File: src/rtl/assert_macros.svh
// Assertion macros, included by the top-level RTL file.
// No dependencies.
`ifndef ASSERT_MACROS_SVH
`define ASSERT_MACROS_SVH
// Implication checked on every rising edge outside reset.
`define ASSERT_IMPL(label, ante, cons) \
    label: assert property (@(posedge clk) disable iff (!rst_n) (ante) |-> (cons)) \
        else $error("assertion failed");
// Next-cycle implication checked outside reset.
`define ASSERT_NEXT(label, ante, cons) \
    label: assert property (@(posedge clk) disable iff (!rst_n) (ante) |=> (cons)) \
        else $error("assertion failed");
`endif

File: src/rtl/owtr_pkg.sv
// Package for the one-wire temperature reader: phase codes, constants, shared types.
// No dependencies.
package owtr_pkg;
    localparam int RESET_LOW_US       = 480;
    localparam int PRESENCE_SAMPLE_US = 80;
    localparam int SLOT_US            = 60;
    localparam int AVERAGE_WRAP       = 101;
    localparam int RESET_TAIL_US      = 400;
    localparam int WRITE_LOW_US       = 50;

    localparam logic [7:0] CMD_SKIP_ROM = 8'hCC;
    localparam logic [7:0] CMD_CONVERT  = 8'h44;
    localparam logic [7:0] CMD_READ_SP  = 8'hBE;

    localparam logic [1:0] REG_CAL  = 2'd0;
    localparam logic [1:0] REG_CONV = 2'd1;
    localparam logic [1:0] REG_GAP  = 2'd2;

    typedef enum logic [4:0] {
        PH_IDLE = 5'd0, PH_R1_LOW = 5'd1, PH_R1_WAIT = 5'd2, PH_R1_TAIL = 5'd3,
        PH_GAP1 = 5'd4, PH_W_SKIP1 = 5'd5, PH_W_CONV = 5'd6, PH_CONV_WAIT = 5'd7,
        PH_R2_LOW = 5'd8, PH_R2_WAIT = 5'd9, PH_R2_TAIL = 5'd10, PH_GAP2 = 5'd11,
        PH_W_SKIP2 = 5'd12, PH_W_READ = 5'd13, PH_READ = 5'd14
    } phase_t;

    // Top-level controller states, one-hot.
    typedef enum logic [3:0] {
        ST_IN   = 4'b0001,
        ST_MATH = 4'b0010,
        ST_DIV  = 4'b0100,
        ST_OUT  = 4'b1000
    } ctl_state_t;

    typedef struct packed {
        logic        drive_low;
        logic        busy_res;
        logic        presence_seen;
        logic        done_res;
        logic [11:0] temperature_16ths;
        logic [21:0] calibrated_16ths;
        logic [29:0] average_4096ths;
    } result_t;

    // Commands from controller to datapath.
    typedef struct packed {
        logic bus_step;   // run one microsecond of the bus sequencer
        logic math_start; // begin the measurement arithmetic
        logic load_out;   // capture the result item
    } dp_cmd_t;

    // Status from datapath to controller.
    typedef struct packed {
        logic finished;   // the last bus step completed a measurement
        logic math_done;  // arithmetic finished
    } dp_stat_t;
endpackage

File: src/rtl/owtr_ctrl.sv
// Controller: sequences input acceptance, arithmetic and result delivery.
// Depends on owtr_pkg.
module owtr_ctrl (
    input  logic                clk,
    input  logic                rst_n,
    input  logic                in_valid,
    output logic                in_ready,
    output logic                out_valid,
    input  logic                out_ready,
    input  owtr_pkg::dp_stat_t  stat_i,
    output owtr_pkg::dp_cmd_t   cmd_o
);
    import owtr_pkg::*;

    ctl_state_t state_reg, state_next;
    logic       ovalid_reg, ovalid_next;

    assign in_ready = (state_reg == ST_IN) && !ovalid_reg;
    assign out_valid = ovalid_reg;

    // Step the bus on an accepted item, run the arithmetic when a measurement
    // ends, then load the result item.
    always_comb
    begin
        state_next = state_reg;
        ovalid_next = ovalid_reg && !out_ready;
        cmd_o = '0;
        case (state_reg)
            ST_IN:
            begin
                if (in_valid && !ovalid_reg)
                begin
                    cmd_o.bus_step = 1'b1;
                    state_next = ST_MATH;
                end
            end
            ST_MATH:
            begin
                if (stat_i.finished)
                begin
                    cmd_o.math_start = 1'b1;
                    state_next = ST_DIV;
                end
                else
                begin
                    state_next = ST_OUT;
                end
            end
            ST_DIV:
            begin
                if (stat_i.math_done)
                    state_next = ST_OUT;
            end
            ST_OUT:
            begin
                cmd_o.load_out = 1'b1;
                ovalid_next = 1'b1;
                state_next = ST_IN;
            end
            default: state_next = ST_IN;
        endcase
    end

    always_ff @(posedge clk or negedge rst_n)
    begin
        if (!rst_n)
        begin
            state_reg <= ST_IN;
            ovalid_reg <= 1'b0;
        end
        else
        begin
            state_reg <= state_next;
            ovalid_reg <= ovalid_next;
        end
    end
endmodule

File: config.mk
export PLATFORM = sky130hd
export DESIGN_NAME = owtr_ctrl
export DESIGN_NICKNAME = d
export VERILOG_FILES = /design/src/rtl/assert_macros.svh /design/src/rtl/owtr_pkg.sv /design/src/rtl/owtr_ctrl.sv
export SDC_FILE = /design/constraint.sdc
export NUM_CORES = 1
export LEC_CHECK = 0
export ABC_AREA = 1
export BUFFER_PORTS_ARGS = -buffer_cell sky130_fd_sc_hd__buf_2
export CORE_AREA = 2 2 39 41
export DETAILED_ROUTE_END_ITERATION = 6
export DIE_AREA = 0 0 41 43
export HOLD_SLACK_MARGIN = 0.12
export PLACE_DENSITY = 0.46
export SYNTH_ARGS = -nofsm -noshare
export SYNTH_HDL_FRONTEND = slang
export SYNTH_SLANG_ARGS = --single-unit
File: constraint.sdc
create_clock -name clk -period 2.7 [get_ports clk]
set_input_delay 0.27 -clock clk [delete_from_list [all_inputs] [get_ports clk]]
set_output_delay 0.27 -clock clk [all_outputs]
set_load 0.03 [all_outputs]
==> impl_metrics.py <==
metrics = {
    "status": {
        "outcome": "finished clean",
    },
    "layout": {
        "drive_above_1_share_pct": 37.3,
        "syn2layout_area_growth_pct": 36.1,
        "fin_util_pct": 26.9,
        "layout.nets": 58,
        "fill_cells": 163,
        "final_cells": 67,
        "fin_area_um2": 373,
        "seq_area_um2": 126,
        "largest_reg_flops": 4,
        "antenna_cells": 0,
        "multi_input_area_um2": 114,
    },
    "place": {
        "place_hpwl_um": 464,
        "pre_cts_ws_ns": 1.36,
        "port_buffers": 10,
        "routabilityCongestion": 0.609,
        "numPlacedInstances": 62,
        "placed_area_um2": 337,
    },
    "global_routing": {
        "antenna_found_initial": 0,
        "grt_max_degree": 6,
        "track_usage_pct": 8.81,
        "grt_pass1_vias": 250,
        "grt_first_pass_wirelength_um": 917,
        "overflow": 0,
    },
    "critical_path": {
        "cp.arrival_ns": 1.32,
        "worstSetupStartpointType": "register",
        "end_kind": "output port",
        "worst-path-buf-inv": 2,
        "critPathMaxFanout": 4,
        "required_ns": 2.43,
        "crit_type": "register to output port",
        "crit_chain": "inv_1, nor2_2, nand2_1, nor2_1, buf_2",
        "critPathTopFamily": "flip-flops",
        "max_stage_delay_ns": 0.54,
        "cpMaxStageDelayCell": "dfstp_2",
    },
    "sta": {
        "period_share_pct": 58.8,
        "finalCriticalPeriod_ns": 1.59,
        "hold_violations": 0,
        "slew_headroom_pct": 87.2,
        "skew_ns": 0.00399,
        "tns_ns": 0,
        "worstMarginPinSlew_ns": 0.191,
        "holdWs_ns": 0.215,
        "drv_slew": 0,
        "rsz0062_at_grt": "false",
        "setup_violations": 0,
        "setup_ws_ns": 1.11,
        "fmax_mhz": 630,
    },
    "power_and_ir_drop": {
        "swShare_pct": 44.8,
        "seqPwrFrac_pct": 31.3,
        "share_comb_of_total_power_pct": 46.8,
        "irDropWorstVdd_mv": 0.237,
        "p_total_uw": 383,
        "p_leak_nw": 0.215,
        "power_density_nw_per_um2": 1030,
        "clkPwrFrac_pct": 21.9,
        "internal_power_uw": 212,
        "p_switching_uw": 172,
    },
    "die": {
        "fp.dieArea_um2": 1760,
        "dieWidth_um": 41,
        "ios": 11,
        "initial_utilization_pct": 19.8,
        "rows": 14,
        "die_h_um": 43,
        "fp.coreArea_um2": 1380,
    },
    "clocking": {
        "cts_tree": "done",
        "cts_num_sinks": 5,
        "cts.clk_slew.worst_paths_ns": 0.04,
        "cts_buffer_depth": 2,
        "cts_resized": 0,
        "clk_latency_ns": 0.24,
        "cts_buffers": 3,
        "cts_root_buf": "clkbuf_4",
        "postCtsSetupBuffers": 0,
        "hold_buffers": 1,
        "cts.htree.levels": 1,
    },
    "synthesis": {
        "synth_nets": 43,
        "syn_avg_cell_area_um2": 7.41,
        "synth_area_um2": 274,
        "ys_seq_area_share_pct": 46.1,
        "synth_warnings": 0,
        "ys_types": 10,
        "synth_cells": 37,
        "synth-seq-cells": 5,
    },
    "drt": {
        "drt-vias-per-instance": 3.91,
        "first_pass_iters": 1,
        "drc": 0,
        "ant_nets": 0,
        "drt_iter0_markers": 0,
        "drt_wl_total_um": 531,
        "vias": 262,
        "wl_per_cell_um": 7.93,
    },
    "run": {
        "maxCapViolCount": 0,
    },
    "hold_path": {
        "holdCritPathClass": "input port to register",
    },
}
## path summary, 6_finish.rpt
check / startpoint / to / slack (ns) / cells past startpoint
worst min-delay path: out_ready / out_valid$_DFF_PN0_ / 0.21 / 2
worst min register to register: state_reg[1]$_DFFE_PN0P_ / state_reg[0]$_DFFE_PN1P_ / 0.57 / 3
worst max-delay path: state_reg[0]$_DFFE_PN1P_ / cmd_o[2] / 1.11 / 5
min in group asynchronous: rst_n / state_reg[2]$_DFFE_PN0P_ / 0.37 / 2
worst max register to register: state_reg[0]$_DFFE_PN1P_ / state_reg[0]$_DFFE_PN1P_ / 1.69 / 5
max in group asynchronous: rst_n / state_reg[0]$_DFFE_PN1P_ / 2.12 / 2
## worst register-to-register path: stages, from the launching register on
cell and delay (ns):
dfstp_2 0.54, inv_1 0.05, nor2_2 0.09, nand2_1 0.11, nand3_1 0.10, nand2_1 0.06
## Yosys cell counts
library cell / count / area, um2
o21ai_1: 2 / 10.0
nand3_1: 4 / 20.0
dfstp_2: 1 / 26.3
nand3b_1: 1 / 7.51
nand2_1: 7 / 26.3
buf_4: 1 / 7.51
nor2_1: 5 / 18.8
nor2_2: 5 / 31.3
dfrtp_1: 4 / 100
inv_1: 7 / 26.3
## power by group through the flow
stage | Sequential [mW] | Combinational (mW) | Clock [mW]
finish | 0.120 | 0.179 | 0.0839
global route | 0.125 | 0.203 | 0.0957
CTS | 0.120 | 0.183 | 0.0890
detailed placement | 0.121 | 0.182 | 0
global placement | 0.121 | 0.181 | 0
floorplan | 0.123 | 0.136 | 0
## final cells by class
| class | count | area share [%] |
|---|---|---|
| well taps | 16 | 5.37 |
| clock buffers | 4 | 7.05 |
| flip-flops and latches | 5 | 33.9 |
| inverters | 7 | 7.05 |
| multi-input cells | 24 | 30.5 |
| repair buffers | 11 | 16.1 |
## kinds of logic after synthesis
kind of cell / count (synthesis) / share of synthesized area (%)
AOI/OAI and AO/OA: 2 / 3.65
buffers and inverters: 8 / 12.3
DFF: 5 / 46.1
and+or+nand+nor: 22 / 37.9
## layout by cell type (no fill, tap or decap)
cell type,synthesis,layout
nor2_1,5,5
dlygate4sd3_1,0,1
dfstp_2,1,1
nor2_2,5,5
buf_2,0,10
clkbuf_4,0,3
dfrtp_1,4,4
nand2_1,7,7
o21ai_1,2,2
nand3b_1,1,1
clkbuf_1,0,1
nand3_1,4,4
inv_1,7,7
## layer usage
metal / track usage [%] / share of wire [%] / routed length, um
met2: 11.3 / 55 / 293
met1: 8.94 / 39 / 207
met5: 0 / 0 / 0
met4: 12.0 / 1.7 / 9
met3: 3.14 / 3.8 / 20
(Power assumes the default switching activity.)
