==> src/rtl/assert_macros.svh <==
// Assertion macros, included by the top-level RTL file.
// No dependencies.
`ifndef ASSERT_MACROS_SVH
`define ASSERT_MACROS_SVH
// Implication checked on every rising edge outside reset.
`define ASSERT_IMPL(label, ante, cons) \
    label: assert property (@(posedge clk) disable iff (!rst_n) (ante) |-> (cons)) \
        else $error("assertion failed");
// Next-cycle implication checked outside reset.
`define ASSERT_NEXT(label, ante, cons) \
    label: assert property (@(posedge clk) disable iff (!rst_n) (ante) |=> (cons)) \
        else $error("assertion failed");
`endif

==> src/rtl/owtr_pkg.sv <==
// Package for the one-wire temperature reader: phase codes, constants, shared types.
// No dependencies.
package owtr_pkg;
    localparam int RESET_LOW_US       = 480;
    localparam int PRESENCE_SAMPLE_US = 80;
    localparam int SLOT_US            = 60;
    localparam int AVERAGE_WRAP       = 101;
    localparam int RESET_TAIL_US      = 400;
    localparam int WRITE_LOW_US       = 50;

    localparam logic [7:0] CMD_SKIP_ROM = 8'hCC;
    localparam logic [7:0] CMD_CONVERT  = 8'h44;
    localparam logic [7:0] CMD_READ_SP  = 8'hBE;

    localparam logic [1:0] REG_CAL  = 2'd0;
    localparam logic [1:0] REG_CONV = 2'd1;
    localparam logic [1:0] REG_GAP  = 2'd2;

    typedef enum logic [4:0] {
        PH_IDLE = 5'd0, PH_R1_LOW = 5'd1, PH_R1_WAIT = 5'd2, PH_R1_TAIL = 5'd3,
        PH_GAP1 = 5'd4, PH_W_SKIP1 = 5'd5, PH_W_CONV = 5'd6, PH_CONV_WAIT = 5'd7,
        PH_R2_LOW = 5'd8, PH_R2_WAIT = 5'd9, PH_R2_TAIL = 5'd10, PH_GAP2 = 5'd11,
        PH_W_SKIP2 = 5'd12, PH_W_READ = 5'd13, PH_READ = 5'd14
    } phase_t;

    // Top-level controller states, one-hot.
    typedef enum logic [3:0] {
        ST_IN   = 4'b0001,
        ST_MATH = 4'b0010,
        ST_DIV  = 4'b0100,
        ST_OUT  = 4'b1000
    } ctl_state_t;

    typedef struct packed {
        logic        drive_low;
        logic        busy_res;
        logic        presence_seen;
        logic        done_res;
        logic [11:0] temperature_16ths;
        logic [21:0] calibrated_16ths;
        logic [29:0] average_4096ths;
    } result_t;

    // Commands from controller to datapath.
    typedef struct packed {
        logic bus_step;   // run one microsecond of the bus sequencer
        logic math_start; // begin the measurement arithmetic
        logic load_out;   // capture the result item
    } dp_cmd_t;

    // Status from datapath to controller.
    typedef struct packed {
        logic finished;   // the last bus step completed a measurement
        logic math_done;  // arithmetic finished
    } dp_stat_t;
endpackage

==> src/rtl/owtr_div.sv <==
// Sequential signed divider: restoring, one quotient bit per cycle.
// Depends on owtr_pkg.
module owtr_div (
    input  logic        clk,
    input  logic        rst_n,
    input  logic        start,
    input  logic [46:0] dividend,  // signed
    input  logic [7:0]  divisor,   // unsigned, nonzero
    output logic        done,
    output logic [46:0] quotient   // signed, truncated toward zero
);
    import owtr_pkg::*;

    logic [46:0] q_reg, q_next;
    logic [7:0]  r_reg, r_next;
    logic [7:0]  d_reg, d_next;
    logic [5:0]  cnt_reg, cnt_next;
    logic        neg_reg, neg_next;
    logic        run_reg, run_next;
    logic        done_reg, done_next;
    logic [8:0]  trial;
    logic [46:0] mag;

    // Magnitude of the dividend and one shift-subtract step.
    always_comb
    begin
        mag = dividend[46] ? (47'd0 - dividend) : dividend;
        q_next = q_reg;
        r_next = r_reg;
        d_next = d_reg;
        cnt_next = cnt_reg;
        neg_next = neg_reg;
        run_next = run_reg;
        done_next = 1'b0;
        trial = {r_reg, q_reg[46]} - {1'b0, d_reg};
        if (start)
        begin
            q_next = mag;
            r_next = 8'd0;
            d_next = divisor;
            cnt_next = 6'd0;
            neg_next = dividend[46];
            run_next = 1'b1;
        end
        else if (run_reg)
        begin
            if (!trial[8])
            begin
                r_next = trial[7:0];
                q_next = {q_reg[45:0], 1'b1};
            end
            else
            begin
                r_next = {r_reg[6:0], q_reg[46]};
                q_next = {q_reg[45:0], 1'b0};
            end
            cnt_next = cnt_reg + 6'd1;
            if (cnt_reg == 6'd46)
            begin
                run_next = 1'b0;
                done_next = 1'b1;
            end
        end
    end

    always_ff @(posedge clk or negedge rst_n)
    begin
        if (!rst_n)
        begin
            run_reg <= 1'b0;
            done_reg <= 1'b0;
            cnt_reg <= 6'd0;
        end
        else
        begin
            run_reg <= run_next;
            done_reg <= done_next;
            cnt_reg <= cnt_next;
        end
    end

    always_ff @(posedge clk)
    begin
        q_reg <= q_next;
        r_reg <= r_next;
        d_reg <= d_next;
        neg_reg <= neg_next;
    end

    assign done = done_reg;
    assign quotient = neg_reg ? (47'd0 - q_reg) : q_reg;
endmodule

==> src/rtl/owtr_datapath.sv <==
// Datapath: bus sequencer state, decode, calibration and averaging arithmetic.
// Depends on owtr_pkg and owtr_div.
module owtr_datapath (
    input  logic                clk,
    input  logic                rst_n,
    input  owtr_pkg::dp_cmd_t   cmd_i,
    output owtr_pkg::dp_stat_t  stat_o,
    input  logic                in_cmd,
    input  logic                in_line,
    input  logic [15:0]         cal_pct,
    input  logic [19:0]         conv_wait,
    input  logic [15:0]         gap_us,
    output owtr_pkg::result_t   result
);
    import owtr_pkg::*;

    phase_t      phase_reg, phase_next;
    logic [19:0] us_reg, us_next;
    logic [2:0]  bit_reg, bit_next;
    logic        byte_reg, byte_next;
    logic [15:0] word_reg, word_next;
    logic        pres_reg, pres_next;
    logic [6:0]  n_reg, n_next;
    logic [29:0] avg_reg, avg_next;
    logic [11:0] temp_reg, temp_next;
    logic [21:0] calv_reg, calv_next;
    logic        drive_reg, drive_next;
    logic        fin_reg, fin_next;
    result_t     res_reg;

    phase_t      ph;
    logic [19:0] len;
    logic [19:0] us_inc;
    logic [7:0]  cbyte;
    phase_t      adv;

    // Arithmetic pipeline registers.
    logic [1:0]  mstep_reg;
    logic [11:0] t_reg;
    logic [28:0] prod_reg;      // t * cal, signed
    logic [21:0] c_reg;
    logic [46:0] num_reg;
    logic        div_start_reg;
    logic [15:0] cal_eff;
    logic [28:0] prod;
    logic [21:0] c_val;
    logic [28:0] pmag;
    logic [57:0] cprod;
    logic [21:0] cmag;
    logic [37:0] avg_n;
    logic [46:0] num;
    logic [46:0] quo;
    logic        div_done;
    logic        div_start;
    logic [11:0] t_val;

    function automatic logic [19:0] plen(phase_t p, logic [19:0] cw, logic [15:0] g);
        case (p)
            PH_R1_LOW, PH_R2_LOW:   plen = 20'(RESET_LOW_US);
            PH_R1_WAIT, PH_R2_WAIT: plen = 20'(PRESENCE_SAMPLE_US);
            PH_R1_TAIL, PH_R2_TAIL: plen = 20'(RESET_TAIL_US);
            PH_GAP1, PH_GAP2:       plen = {4'd0, g};
            PH_CONV_WAIT:           plen = cw;
            PH_W_SKIP1, PH_W_CONV, PH_W_SKIP2, PH_W_READ: plen = 20'(WRITE_LOW_US + 1);
            PH_READ:                plen = 20'(2 + SLOT_US);
            default:                plen = 20'd1;
        endcase
    endfunction

    // Next phase, skipping waits of zero length.
    always_comb
    begin
        case (phase_reg)
            PH_R1_TAIL: adv = (gap_us == 16'd0) ? PH_W_SKIP1 : PH_GAP1;
            PH_W_CONV:  adv = (conv_wait == 20'd0) ? PH_R2_LOW : PH_CONV_WAIT;
            PH_R2_TAIL: adv = (gap_us == 16'd0) ? PH_W_SKIP2 : PH_GAP2;
            default:    adv = phase_t'(phase_reg + 5'd1);
        endcase
    end

    // One microsecond of the bus sequence.
    always_comb
    begin
        phase_next = phase_reg;
        us_next = us_reg;
        bit_next = bit_reg;
        byte_next = byte_reg;
        word_next = word_reg;
        pres_next = pres_reg;
        drive_next = drive_reg;
        fin_next = fin_reg;
        ph = phase_reg;
        len = 20'd1;
        us_inc = 20'd0;
        cbyte = CMD_SKIP_ROM;
        if (cmd_i.bus_step)
        begin
            fin_next = 1'b0;
            drive_next = 1'b0;
            us_next = us_reg;
            if (phase_reg == PH_IDLE && in_cmd)
            begin
                phase_next = PH_R1_LOW;
                us_next = 20'd0;
                bit_next = 3'd0;
                byte_next = 1'b0;
                word_next = 16'd0;
            end
            ph = (phase_reg == PH_IDLE && in_cmd) ? PH_R1_LOW : phase_reg;
            len = plen(ph, conv_wait, gap_us);
            cbyte = (ph == PH_W_CONV) ? CMD_CONVERT :
                    (ph == PH_W_READ) ? CMD_READ_SP : CMD_SKIP_ROM;
            if (ph != PH_IDLE)
            begin
                case (ph)
                    PH_R1_LOW, PH_R2_LOW: drive_next = 1'b1;
                    PH_R1_WAIT, PH_R2_WAIT:
                    begin
                        if (us_next + 20'd1 >= len)
                            pres_next = !in_line;
                    end
                    PH_W_SKIP1, PH_W_CONV, PH_W_SKIP2, PH_W_READ:
                    begin
                        if (cbyte[bit_next])
                            drive_next = (us_next == 20'd0);
                        else
                            drive_next = (us_next < 20'(WRITE_LOW_US));
                    end
                    PH_READ:
                    begin
                        drive_next = (us_next < 20'd2);
                        if (us_next == 20'd2 && in_line)
                            word_next[{byte_reg, bit_reg}] = 1'b1;
                    end
                    default: ;
                endcase
                us_inc = us_next + 20'd1;
                us_next = us_inc;
                if (us_inc >= len)
                begin
                    us_next = 20'd0;
                    case (ph)
                        PH_W_SKIP1, PH_W_CONV, PH_W_SKIP2, PH_W_READ:
                        begin
                            bit_next = bit_next + 3'd1;
                            if (bit_next == 3'd0)
                                phase_next = adv;
                        end
                        PH_READ:
                        begin
                            bit_next = bit_reg + 3'd1;
                            if (bit_reg == 3'd7)
                            begin
                                byte_next = !byte_reg;
                                if (byte_reg)
                                begin
                                    phase_next = PH_IDLE;
                                    fin_next = 1'b1;
                                end
                            end
                        end
                        default: phase_next = (ph == PH_R1_LOW && phase_reg == PH_IDLE) ?
                                              PH_R1_WAIT : adv;
                    endcase
                end
            end
        end
    end

    // Measurement arithmetic: decode, scale, then average through the divider.
    // The division by 100 is a multiplication by ceil(2^35 / 100), exact for
    // magnitudes below 2^30.
    assign t_val = (word_reg == 16'hFFFF) ? 12'd0 : {word_reg[15], word_reg[10:0]};
    assign cal_eff = (cal_pct == 16'd0) ? 16'd100 : cal_pct;
    assign prod = $signed({{17{t_reg[11]}}, t_reg}) * $signed({13'd0, cal_eff});
    assign pmag = prod_reg[28] ? (29'd0 - prod_reg) : prod_reg;
    assign cprod = {29'd0, pmag} * 58'd343597384;
    assign cmag = cprod[56:35];
    assign c_val = prod_reg[28] ? (22'd0 - cmag) : cmag;
    assign avg_n = $signed({{8{avg_reg[29]}}, avg_reg}) * $signed({31'd0, n_reg});
    assign num = {{9{avg_n[37]}}, avg_n} + {{17{c_reg[21]}}, c_reg, 8'd0};
    assign div_start = div_start_reg;

    owtr_div u_div (
        .clk      (clk),
        .rst_n    (rst_n),
        .start    (div_start),
        .dividend (num_reg),
        .divisor  ({1'b0, n_reg} + 8'd1),
        .done     (div_done),
        .quotient (quo)
    );

    always_comb
    begin
        avg_next = avg_reg;
        n_next = n_reg;
        temp_next = temp_reg;
        calv_next = calv_reg;
        if (div_done)
        begin
            avg_next = quo[29:0];
            n_next = (n_reg >= 7'(AVERAGE_WRAP)) ? 7'd1 : n_reg + 7'd1;
            temp_next = t_reg;
            calv_next = c_reg;
        end
    end

    always_ff @(posedge clk or negedge rst_n)
    begin
        if (!rst_n)
        begin
            phase_reg <= PH_IDLE;
            us_reg <= 20'd0;
            bit_reg <= 3'd0;
            byte_reg <= 1'b0;
            word_reg <= 16'd0;
            pres_reg <= 1'b0;
            n_reg <= 7'd0;
            avg_reg <= 30'd0;
            temp_reg <= 12'd0;
            calv_reg <= 22'd0;
            drive_reg <= 1'b0;
            fin_reg <= 1'b0;
            mstep_reg <= 2'd0;
            div_start_reg <= 1'b0;
        end
        else
        begin
            phase_reg <= phase_next;
            us_reg <= us_next;
            bit_reg <= bit_next;
            byte_reg <= byte_next;
            word_reg <= word_next;
            pres_reg <= pres_next;
            n_reg <= n_next;
            avg_reg <= avg_next;
            temp_reg <= temp_next;
            calv_reg <= calv_next;
            drive_reg <= drive_next;
            fin_reg <= fin_next;
            div_start_reg <= (mstep_reg == 2'd3);
            if (cmd_i.math_start)
                mstep_reg <= 2'd1;
            else if (mstep_reg != 2'd0)
                mstep_reg <= mstep_reg + 2'd1;
        end
    end

    // Arithmetic stage registers: the product, the scaled value, then the
    // numerator of the average, one per cycle.
    always_ff @(posedge clk)
    begin
        if (cmd_i.math_start)
            t_reg <= t_val;
        if (mstep_reg == 2'd1)
            prod_reg <= prod;
        if (mstep_reg == 2'd2)
            c_reg <= c_val;
        if (mstep_reg == 2'd3)
            num_reg <= num;
        if (cmd_i.load_out)
        begin
            res_reg.drive_low <= drive_reg;
            res_reg.busy_res <= (phase_reg != PH_IDLE);
            res_reg.presence_seen <= pres_reg;
            res_reg.done_res <= fin_reg;
            res_reg.temperature_16ths <= temp_reg;
            res_reg.calibrated_16ths <= calv_reg;
            res_reg.average_4096ths <= avg_reg;
        end
    end

    assign stat_o.finished = fin_reg;
    assign stat_o.math_done = div_done;
    assign result = res_reg;
endmodule

==> config.mk <==
export PLATFORM = sky130hd
export DESIGN_NAME = owtr_datapath
export DESIGN_NICKNAME = d
export VERILOG_FILES = /design/src/rtl/assert_macros.svh /design/src/rtl/owtr_pkg.sv /design/src/rtl/owtr_div.sv /design/src/rtl/owtr_datapath.sv
export SDC_FILE = /design/constraint.sdc
export NUM_CORES = 2
export LEC_CHECK = 0
export BUFFER_PORTS_ARGS = -buffer_cell sky130_fd_sc_hd__buf_2
export CAP_MARGIN = 20
export CORE_UTILIZATION = 60
export CTS_CLUSTER_DIAMETER = 50
export CTS_CLUSTER_SIZE = 14
export DETAILED_ROUTE_END_ITERATION = 8
export PLACE_DENSITY = 0.86
export SLEW_MARGIN = 20
export SYNTH_ARGS = -nofsm -noshare
export SYNTH_HDL_FRONTEND = slang
export SYNTH_HIERARCHICAL = 1
export SYNTH_SLANG_ARGS = --single-unit
export TNS_END_PERCENT = 30
==> constraint.sdc <==
create_clock -name clk -period 22.2 [get_ports clk]
set_input_delay 1.11 -clock clk [delete_from_list [all_inputs] [get_ports clk]]
set_output_delay 1.11 -clock clk [all_outputs]
set_load 0.1 [all_outputs]
==> flow_metrics.py <==
metrics = {
    "setup_path": {
        "cp_max_fo": 14,
        "arrival_ns": 10.87,
        "cp_common_cell": "fa_1",
        "cpPeakStageDelay_ns": 0.60,
        "crit_required_ns": 22.53,
        "worstSetupStartpointType": "flop",
        "worst-path-buf-inv": 4,
        "worstSetupEndpointType": "flop",
        "crit_family": "adder cells",
        "cpMaxStageDelayCell": "or4_1",
        "path_class": "flop to flop",
    },
    "cts": {
        "cts_made_buffers": 44,
        "cts_hold_buffers": 0,
        "cts_tree": "done",
        "clock-root-buffer": "clkbuf_16",
        "clockBufferDepth": 3,
        "cts_setup_buffers": 0,
        "cts.sinks": 364,
        "cts_resized": 0,
        "htree_levels": 2,
        "clk_pin_slew_ns": 0.06,
        "worst_skew_pair.late_latency_ns": 0.60,
    },
    "grt": {
        "grt_max_degree": 73,
        "grt_pass1_wl_um": 180000,
        "grt_use_met3": 0.0413,
        "antenna_found_initial": 3,
        "grt_overflow_total": 0,
        "use_met2": 0.510,
        "grt_pass1_vias": 34500,
        "met1_usage": 0.374,
        "top_usage_layer": "met2",
        "grt_usage": 0.295,
    },
    "detailed_routing": {
        "drt-total-wl_um": 109000,
        "wl_per_cell_um": 19.4,
        "via_per_inst": 5.78,
        "vias": 32600,
        "route.detailed.drc": 0,
        "ant_nets": 0,
        "first_iter_violations": 2344,
        "dr.pass1.iters": 8,
    },
    "floorplanning": {
        "dieArea_um2": 76300,
        "pin_count": 129,
        "rows": 100,
        "die-width_um": 276,
        "initial_utilization": 0.606,
        "die_h_um": 276,
        "design.core.area_um2": 74400,
    },
    "outcome": {
        "status": "finished clean",
    },
    "cells_and_area": {
        "final_nets": 5818,
        "areaGrowthSynthToFinish_pct": 6.95,
        "largest_reg_flops": 68,
        "layout_common_cells": "inv_1 (975), fa_1 (590), ha_1 (531)",
        "final_common_cell": "inv_1",
        "fill_cells": 5561,
        "drive_gt1_frac": 0.0745,
    },
    "synth": {
        "netlist_instances": 4573,
        "synth_warnings": 6,
        "synth.net_count": 5754,
        "synthesis.area_um2": 45100,
        "syn_area_per_cell_um2": 9.87,
    },
    "hold_path": {
        "hold_path.class": "input port to async pin",
    },
    "placed_design": {
        "port-buffer-count": 128,
        "hpwl_um": 86600,
        "place_ws_ns": 11.85,
        "place_congestion": 0.973,
    },
    "sta": {
        "tightest_slew_ns": 1.10,
        "rsz0062_at_grt": "no",
        "max_freq_mhz": 94.9,
        "setup_violations": 0,
        "finalCritPeriodShare": 0.475,
        "max-slew-margin-rel": 0.262,
        "finalHoldViolations": 0,
        "min_period_ns": 10.54,
        "drv_slew": 0,
        "fin_setup_tns_ns": 0,
        "skew_ns": 0.0354,
        "fin_ws_ns": 11.66,
    },
    "run": {
        "cap_violations": 0,
    },
}
routing by layer:
| metal | vias up | routed length (um) |
|---|---|---|
| met5 | - | 8 |
| met4 | 2 | 4790 |
| met3 | 262 | 7750 |
| met2 | 1260 | 53900 |
| met1 | 16200 | 42700 |
| li1 | 14900 | - |
final timing paths:
kind / start / to / slack, ns / cells past startpoint
setup / recovery: prod_reg[5] / c_reg[20] / 11.66 / 31
hold / removal: rst_n / u_div/cnt_reg[2] / 0.42 / 1
setup reg to reg: prod_reg[5] / c_reg[20] / 11.66 / 31
hold reg to reg: calv_reg[11] / result[41] / 0.44 / 0
max in group asynchronous: rst_n / word_reg[1] / 20.00 / 3
min in group clk: calv_reg[11] / result[41] / 0.44 / 0
through the flow:
stage	utilization	hold slack [ns]	std cells	cell area, um^2
global route	0.648	0.442	5643	48300
detailed placement	0.627	0.432	5558	46700
floorplan	-	0.421	4573	45100
global placement	0.627	0.427	5558	46700
CTS	0.648	0.426	5640	48200
finish	0.648	0.422	5643	48300
worst register-to-register path: cells and delay by family, from the launching register on:
kind,cells,cell delay [ns]
AOI/OAI and AO/OA,9,2.65
xor gates and xnor gates,2,0.68
adders and majority gates,8,3.81
DFF,1,0.42
and+or+nand+nor,8,2.52
buffers and inverters,4,0.19
cell type report:
cell class | count | area, um^2 | share of cell area
diodes | 1 | 2.50 | 0.0000518
flip-flops and latches | 364 | 10200 | 0.211
inverters | 976 | 3660 | 0.0759
well taps | 969 | 1210 | 0.0251
repair buffers | 157 | 895 | 0.0185
multi-input cells | 3094 | 30700 | 0.637
clock inverters | 32 | 429 | 0.00889
clock buffers | 50 | 1130 | 0.0235
Power is left out: the tool's default activity adds up to more than one toggle a clock period on the data nets, which glitch-free logic cannot reach.
